$ cat src/rtl/aso_pkg.sv
package aso_pkg;

  localparam int COORD_W = 6;
  localparam int DIM_W   = COORD_W + 1;
  localparam int ADDR_W  = 2 * COORD_W;
  localparam int ALPHA_W = 8;

  localparam logic [DIM_W-1:0] MAX_DIM = DIM_W'(1 << COORD_W);

  // Configuration register indexes.
  localparam logic [1:0] REG_THRESHOLD = 2'd0;
  localparam logic [1:0] REG_WIDTH     = 2'd1;
  localparam logic [1:0] REG_HEIGHT    = 2'd2;

  // Scan passes.
  localparam logic [1:0] PASS_A = 2'd0;
  localparam logic [1:0] PASS_B = 2'd1;
  localparam logic [1:0] PASS_C = 2'd2;
  localparam logic [1:0] PASS_D = 2'd3;

  // Input item kinds.
  localparam logic KIND_LOAD  = 1'b0;
  localparam logic KIND_FETCH = 1'b1;

  typedef struct packed {
    logic                      kind;
    logic [COORD_W-1:0]        pixel_x;
    logic [COORD_W-1:0]        pixel_y;
    logic signed [ALPHA_W-1:0] alpha_value;
  } in_item_t;

  typedef struct packed {
    logic [COORD_W-1:0] point_x;
    logic [COORD_W-1:0] point_y;
    logic               found;
  } out_item_t;

  typedef struct packed {
    logic restart;
    logic wr_pixel;
    logic skip_line;
    logic inner_step;
    logic take_hit;
    logic emit_done;
  } aso_cmd_t;

  typedef struct packed {
    logic done;
    logic in_range;
    logic hit;
    logic out_free;
  } aso_sts_t;

endpackage

$ cat src/rtl/aso_ctrl.sv
module aso_ctrl
  import aso_pkg::*;
(
  input  logic     clk,
  input  logic     rst,
  input  logic     in_valid,
  input  logic     in_kind,
  output logic     in_ready,
  input  aso_sts_t sts,
  output aso_cmd_t cmd
);

  localparam logic [1:0] S_IDLE  = 2'd0;
  localparam logic [1:0] S_STEP  = 2'd1;
  localparam logic [1:0] S_CHECK = 2'd2;

  logic [1:0] state;
  logic [1:0] state_next;
  logic       in_fire;

  assign in_ready = (state == S_IDLE);
  assign in_fire  = in_valid && in_ready;

  always_comb begin
    state_next = state;
    cmd        = '0;
    case (state)
      S_IDLE: begin
        if (in_fire) begin
          if (in_kind == KIND_LOAD) begin
            cmd.wr_pixel = 1'b1;
            cmd.restart  = 1'b1;
          end else begin
            state_next = S_STEP;
          end
        end
      end
      S_STEP: begin
        if (sts.done) begin
          if (sts.out_free) begin
            cmd.emit_done = 1'b1;
            state_next    = S_IDLE;
          end
        end else if (!sts.in_range) begin
          cmd.skip_line = 1'b1;
        end else begin
          // The pixel under the scan position is being read this cycle.
          state_next = S_CHECK;
        end
      end
      S_CHECK: begin
        if (sts.hit) begin
          if (sts.out_free) begin
            cmd.take_hit = 1'b1;
            state_next   = S_IDLE;
          end
        end else begin
          cmd.inner_step = 1'b1;
          state_next     = S_STEP;
        end
      end
      default: begin
        state_next = S_IDLE;
      end
    endcase
  end

  always_ff @(posedge clk) begin
    if (rst) begin
      state <= S_IDLE;
    end else begin
      state <= state_next;
    end
  end

`ifndef SYNTHESIS
  a_check_after_step: assert property (@(posedge clk) disable iff (rst)
    state == S_CHECK |-> $past(state) == S_STEP || $past(state) == S_CHECK)
    else $error("check state entered without a preceding read");

  a_result_needs_slot: assert property (@(posedge clk) disable iff (rst)
    (cmd.take_hit || cmd.emit_done) |-> sts.out_free)
    else $error("result loaded while the output register is occupied");

  a_skip_only_out_of_range: assert property (@(posedge clk) disable iff (rst)
    cmd.skip_line |-> !sts.in_range && !sts.done)
    else $error("line skipped while still in range");

  a_fetch_starts_scan: assert property (@(posedge clk) disable iff (rst)
    in_fire && in_kind == KIND_FETCH |=> state == S_STEP)
    else $error("fetch item did not start the scan");
`endif

endmodule

$ cat config.mk
export PLATFORM = sky130hd
export DESIGN_NAME = aso_ctrl
export DESIGN_NICKNAME = d
export VERILOG_FILES = /design/src/rtl/aso_pkg.sv /design/src/rtl/aso_ctrl.sv
export SDC_FILE = /design/constraint.sdc
export NUM_CORES = 1
export LEC_CHECK = 0
export ABC_AREA = 1
export ABC_CLOCK_PERIOD_IN_PS = 1100
export BUFFER_PORTS_ARGS = -buffer_cell sky130_fd_sc_hd__buf_2
export CAP_MARGIN = 10
export CELL_PAD_IN_SITES_DETAIL_PLACEMENT = 1
export CELL_PAD_IN_SITES_GLOBAL_PLACEMENT = 2
export CORE_MARGIN = 3
export CORE_UTILIZATION = 13
export DETAILED_ROUTE_END_ITERATION = 8
export PLACE_DENSITY_LB_ADDON = 0.25
export RECOVER_POWER = 25
export SLEW_MARGIN = 40
export SYNTH_ARGS = -nofsm -noshare
export SYNTH_HDL_FRONTEND = slang
export SYNTH_SLANG_ARGS = --single-unit
$ cat constraint.sdc
create_clock -name clk -period 1.1 [get_ports clk]
set_input_delay 0.055 -clock clk [delete_from_list [all_inputs] [get_ports clk]]
set_output_delay 0.055 -clock clk [all_outputs]
set_load 0.01 [all_outputs]
### After elaboration in Yosys (flattened, before gate mapping)

Cells that the tools add are included.

| word-level totals | value |
|---|---|
| register bits after elaboration | 2 |
| input bits | 8 |
| output and inout port bits | 7 |
| logic and storage cells | 28 |

| cells by class | value |
|---|---|
| equality and inequality tests | 5 |
| multiplexer cells | 19 |
| reduce and logical (&&, ||, !) cells | 3 |

Operators by type and width:

| operator | count |
|---|---|
| $mux W2 | 10 |
| $mux W1 | 8 |
| $pmux W2 S3 | 1 |
| $ne A3 B3 Y1 const B | 1 |
| $reduce_and A3 Y1 | 1 |
| $eq A2 B1 Y1 const B | 1 |
| $eq A2 B2 Y1 const B | 1 |
| $logic_not A2 Y1 | 1 |
| $ne A2 B1 Y1 const B | 1 |
| $ne A2 B2 Y1 const B | 1 |
| $logic_and A1 B1 Y1 | 1 |

### Depth between registers and ports, before layout

Gate-level depths: netlist of run 1.

| depth | value |
|---|---|
| word-level depth | 4 |
| gate-level depth with buffers | 6 |
| depth with buffers taken out | 6 |

### Worst setup path after synthesis of run 1

Ideal clock, no wire load.

| timing | value |
|---|---|
| kind | reg-to-output |
| from | register state[1] |
| to | output port cmd[5] (netlist bit) |
| data arrival time | 1.067 ns |
| data required time | 1.045 ns |
| path slack | -0.022 ns |
| stages on the path, launching flop included | 3 |
| cells stage by stage | dfxtp_1 -> nor4_1 -> buf_4 |

RTL lines:

| what | line | text |
|---|---|---|
| start, declared | aso_ctrl.sv:17 | `logic [1:0] state;` |
| start signal, assigned | aso_ctrl.sv:72 | `state <= state_next;` |
| end, declared | aso_ctrl.sv:10 | `output aso_cmd_t cmd` |

==> results.tsv, run 1 <==
stage	metric	value	unit
routing	drt_wl_total	593	um
critical_path	cp-end-kind	output pin	
clock_network	clk_pin_slew	0.03	ns
timing	finalCritPeriodShare	97.1	%
pwr	cellPowerDensity	900	nW/um^2
placed_design	gp_congestion	0.696	
clock_network	cts-root-buf	clkbuf_4	
pwr	ir_drop	0.000329	V
pwr	power	335	uW
global_route	overflow	0	
cells_and_area	regArea	47.5	sq um
timing	fin_crit	1.07	ns
cells_and_area	design_area	372	sq um
die	die_h	44.1	um
timing	setup_tns	0	ns
timing	slew_viol_final	0	
global_route	grt_first_pass_wirelength	876	um
cells_and_area	post-route-util	27.9	%
pwr	power.leakage	0.203	nW
routing	dr.first_iter.drc_count	2	
clock_network	cts_made_buffers	3	
timing	worstMarginPinSlew	0.205	ns
timing	setup_viol	0	
critical_path	cp_cell_sequence	buf_4 > nor2_4 > nand2_2 > inv_2 > buf_6	
timing	fin_ws	0.0316	ns
die	core_area	1330	sq um
die	die_area	1950	sq um
routing	ant_nets	0	
routing	num_vias	272	
critical_path	cpMaxStageDelayCell	dfxtp_4	
clock_network	cts_tree	built	
critical_path	cp_slowest_stage_delay	0.36	ns
cells_and_area	final_common_cell	buf_2	
placed_design	placed_cell_area	277	sq um
timing	slew_headroom	86.3	%
cells_and_area	final_cell_mix	13 x buf_2, 9 x nor2_1, 6 x inv_1, 6 x nand2_1	
critical_path	critPathLaunchType	flip-flop	
cells_and_area	multi_input_area	141	sq um
yosys	ys_warn_count	0	
critical_path	ff2ff_path_depth	7	
timing	rsz0062_at_grt	yes	
timing	fin_skew	0.00142	ns
die	initial_core_util	14.2	%
routing	wire_per_inst	8.35	um
placed_design	portBuffers	14	
timing	finalHoldViolCount	0	
routing	avgViaCountPerCell	3.83	
yosys	synth_cell_types	9	
run_status	status	complete, no violations	
clock_network	worst_skew_pair.late_latency	0.22	ns
critical_path	cp.arrival	1.01	ns
hold_path	holdPathStages	6	
cells_and_area	syn2layout_area_growth	96.7	%
hold_path	hold_path_class	primary input to flip-flop	
cells_and_area	largest_reg_flops	2	
yosys	ys_seq_area_share	21.2	%
placed_design	pre_cts_slack	0.115	ns
yosys	synth_cells	37	
global_route	grtUsageTotal	5.99	%
cells_and_area	reg.largest.list	state x2	
clock_network	cts.sinks	2	
global_route	grt_max_degree	6	
timing	fmax	936	MHz
cells_and_area	nFillCells	183	
critical_path	worstPathRequired	1.04	ns
critical_path	critPathKind	flip-flop to output pin	
yosys	synth_seq_cells	2	
placed_design	post-dp-hpwl	465	um
clock_network	htreeDepth	1	
cells_and_area	antenna_cells	0	
flow_run	cap_violations	0	
routing	post-route-drc-count	0	
clock_network	clock_path_buffers	2	
routing	drtPass1Iterations	2	
die	die_width	44.1	um
yosys	syn_nets	45	
cells_and_area	largest-register	state	
die	ios	15	
yosys	synth.avg_cell_area	5.11	sq um
die	fp-row-count	13	
cells_and_area	finalNetCount	66	
critical_path	crit_fanout	5	
global_route	grt_pass1_vias	219	
global_route	antenna_found_initial	0	
yosys	synth.cell_area	189	sq um
cells_and_area	drive_gt1_share	55.4	%
==> layout make-up <==
type                    count  area share, %
well taps                  15           5.05
flip-flops and latches      2           12.8
inverters                  10           10.8
multi-input cells          24           38.0
clock buffers               3           6.06
repair buffers             17           27.3
==> metal layers <==
metal / track usage (%) / vias up / wire (um)
met4: 1.81 / 0 / 0
li1: - / 148 / -
met5: 0 / - / 0
met2: 8.43 / 11 / 249
met1: 8.01 / 113 / 289
met3: 2.85 / 0 / 54
==> per-stage QoR <==
step / instances / hold WS (ns)
global placement: 65 / 0.236
detailed placement: 65 / 0.230
finish: 71 / 0.202
global route: 71 / 0.253
floorplan: 37 / 0.127
CTS: 69 / 0.200
==> cells by family after synthesis <==
kind of cell | synth area share [%]
buffers and inverters | 23.8
and+or+nand+nor | 50.3
DFF | 21.2
AOI/OAI and AO/OA | 4.64
==> Yosys cell counts <==
| cell | instances | share of area, % |
|---|---|---|
| nand2_1 | 7 | 14 |
| nor3_1 | 1 | 2.6 |
| buf_4 | 1 | 4.0 |
| nor2_1 | 11 | 22 |
| nand3_1 | 2 | 5.3 |
| inv_1 | 10 | 20 |
| dfxtp_1 | 2 | 21 |
| o21ai_2 | 1 | 4.6 |
| nor4_1 | 2 | 6.6 |
==> worst max-delay path, delay by kind of cell (launching register included) <==
family	cells	cell delay (ns)
buffers and inverters	3	0.28
flip-flops	1	0.36
AND/OR/NAND/NOR	2	0.15
==> what timing repair did <==
action / in CTS / in global routing
pin swaps: 2 / 3
gates resized for setup: 6 / 11
hold buffers: 1 / 0
cloned: 0 / 0
setup endpoints to repair: 6 / 5
setup buffers: 0 / 2
hold endpoints to repair: 1 / 0
==> final timing paths <==
kind | start | slack (ns) | to
worst max-delay path | state[1]$_SDFFE_PP0P_ | 0.03 | cmd[3]
worst min-delay path | sts[0] | 0.20 | state[1]$_SDFFE_PP0P_
worst min register to register | state[0]$_SDFFE_PP0P_ | 0.67 | state[1]$_SDFFE_PP0P_
worst max register to register | state[1]$_SDFFE_PP0P_ | 0.09 | state[0]$_SDFFE_PP0P_
==> power by group <==
part | total (mW) | switching [mW] | internal [mW]
combinational | 0.0909 | 0.0483 | 0.0426
clock | 0.159 | 0.0394 | 0.120
sequential | 0.0842 | 0.00913 | 0.0751
total | 0.335 | 0.0968 | 0.238
(Power assumes the default switching activity.)
==> run 2, diff against run 1 <==
- CORE_MARGIN: 3 -> 2
- CTS_BUF_LIST: unset -> sky130_fd_sc_hd__clkbuf_8 sky130_fd_sc_hd__clkbuf_16
- SLEW_MARGIN: 40 -> unset
==> results.tsv, run 2 (synthesized netlist as in run 1, its figures left out) <==
stage	metric	value	unit
run_status	status	complete, no violations	
routing	post-route-drc-count	0	
critical_path	crit_cells	5	
cells_and_area	antenna_cells	0	
cells_and_area	regArea	47.5	sq um
timing	finalHoldViolCount	0	
flow_run	cap_violations	0	
hold_path	holdPathStages	2	
pwr	cellPowerDensity	1270	nW/um^2
global_route	grt_first_pass_wirelength	1080	um
timing	slew_viol_final	0	
critical_path	cpMaxStageDelayCell	dfxtp_4	
critical_path	cp_slowest_stage_delay	0.38	ns
routing	drtPass1Iterations	2	
timing	holdWs	0.00974	ns
clock_network	worst_skew_pair.late_latency	0.21	ns
timing	worstMarginPinSlew	0.225	ns
routing	ant_nets	0	
critical_path	critPathKind	flip-flop to output pin	
die	core_area	1330	sq um
routing	avgViaCountPerCell	3.78	
global_route	overflow	0	
pwr	power	443	uW
clock_network	cts.sinks	2	
clock_network	cts_made_buffers	3	
routing	wire_per_inst	8.29	um
placed_design	portBuffers	14	
critical_path	ff2ff_path_depth	7	
routing	num_vias	261	
hold_path	hold_path_class	primary input to flip-flop	
clock_network	cts_tree	built	
global_route	grt_pass1_vias	264	
placed_design	gp_congestion	0.654	
die	die_width	42.1	um
cells_and_area	largest-register	state	
cells_and_area	drive_gt1_share	50.0	%
timing	fin_ws	0.00174	ns
clock_network	clock_path_buffers	2	
cells_and_area	nFillCells	183	
timing	fin_skew	0.000500	ns
timing	finalCritPeriodShare	99.8	%
routing	drt_wl_total	572	um
clock_network	cts-root-buf	clkbuf_8	
timing	fmax	911	MHz
critical_path	critical_path.top_delay_family	flip-flops	
cells_and_area	syn2layout_area_growth	84.8	%
cells_and_area	final_cells	69	
critical_path	crit_buf_inv	3	
global_route	grt_max_degree	6	
timing	rsz0062_at_grt	yes	
placed_design	pre_cts_slack	0.105	ns
critical_path	cp-end-kind	output pin	
die	die_h	42.1	um
cells_and_area	final_common_cell	buf_2	
timing	fin_crit	1.10	ns
cells_and_area	largest_reg_flops	2	
pwr	ir_drop	0.000399	V
global_route	antenna_found_initial	0	
cells_and_area	multi_input_area	124	sq um
die	die_area	1770	sq um
clock_network	clk_pin_slew	0.03	ns
routing	dr.first_iter.drc_count	5	
critical_path	worstPathRequired	1.04	ns
clock_network	htreeDepth	1	
cells_and_area	final_cell_mix	14 x buf_2, 9 x nor2_1, 8 x inv_1, 6 x nand2_1, 3 x clkbuf_8	
placed_design	place_inst	65	
global_route	grtUsageTotal	8.02	%
critical_path	cp.arrival	1.04	ns
placed_design	post-dp-hpwl	472	um
die	initial_core_util	14.2	%
timing	setup_viol	0	
die	fp-row-count	13	
timing	slew_headroom	84.8	%
critical_path	cp_cell_sequence	inv_4 > nor2_4 > inv_2 > nor3_2 > buf_2	
pwr	power.leakage	0.199	nW
cells_and_area	post-route-util	26.2	%
cells_and_area	reg.largest.list	state x2	
die	ios	15	
critical_path	critPathLaunchType	flip-flop	
critical_path	crit_fanout	5	
cells_and_area	finalNetCount	64	
[run 2: cell count changes in the layout (fill, tap and decap cells not counted), sizes merged]
cell / delta
buf: -1
dlygate4sd3: -1
[run 2: what timing repair did]
item / CTS / global route
gates resized for setup: 6 / 6
hold buffers: 0 / 0
pin swaps: 0 / 3
endpoints found under the setup margin: 6 / 6
setup buffers: 0 / 1
[run 2: final timing paths]
kind                                       startpoint                     to  slack (ns)
worst max register to register  state[1]$_SDFFE_PP0P_  state[1]$_SDFFE_PP0P_        0.14
worst min register to register  state[1]$_SDFFE_PP0P_  state[1]$_SDFFE_PP0P_        0.67
worst min-delay path                              rst  state[1]$_SDFFE_PP0P_        0.01
worst max-delay path            state[1]$_SDFFE_PP0P_                 cmd[1]       0.002
[run 2: layout make-up]
cell class              instances  share of cell area (%)
flip-flops and latches          2                    13.6
inverters                      10                    11.5
clock buffers                   3                    11.8
well taps                      15                    5.38
repair buffers                 15                    22.2
multi-input cells              24                    35.5
[run 2: power by group]
| part | switching [mW] | internal, mW |
|---|---|---|
| Clock | 0.0542 | 0.231 |
| Sequential | 0.00731 | 0.0751 |
| Combinational | 0.0432 | 0.0322 |
| Total | 0.105 | 0.338 |
[run 2: through the flow]
stage	area [sq um]	TNS, ns
final	349	0
after global routing	349	-0.184
after CTS	330	-0.0170
after detailed placement	277	0
after global placement	277	0
after floorplan	195	0
[run 2: layer usage]
metal  global-route usage, %  share of wire [%]
met1                    10.2                 51
met2                    10.9                 40
met3                    3.02                9.4
met4                    5.63                  0
met5                       0                  0
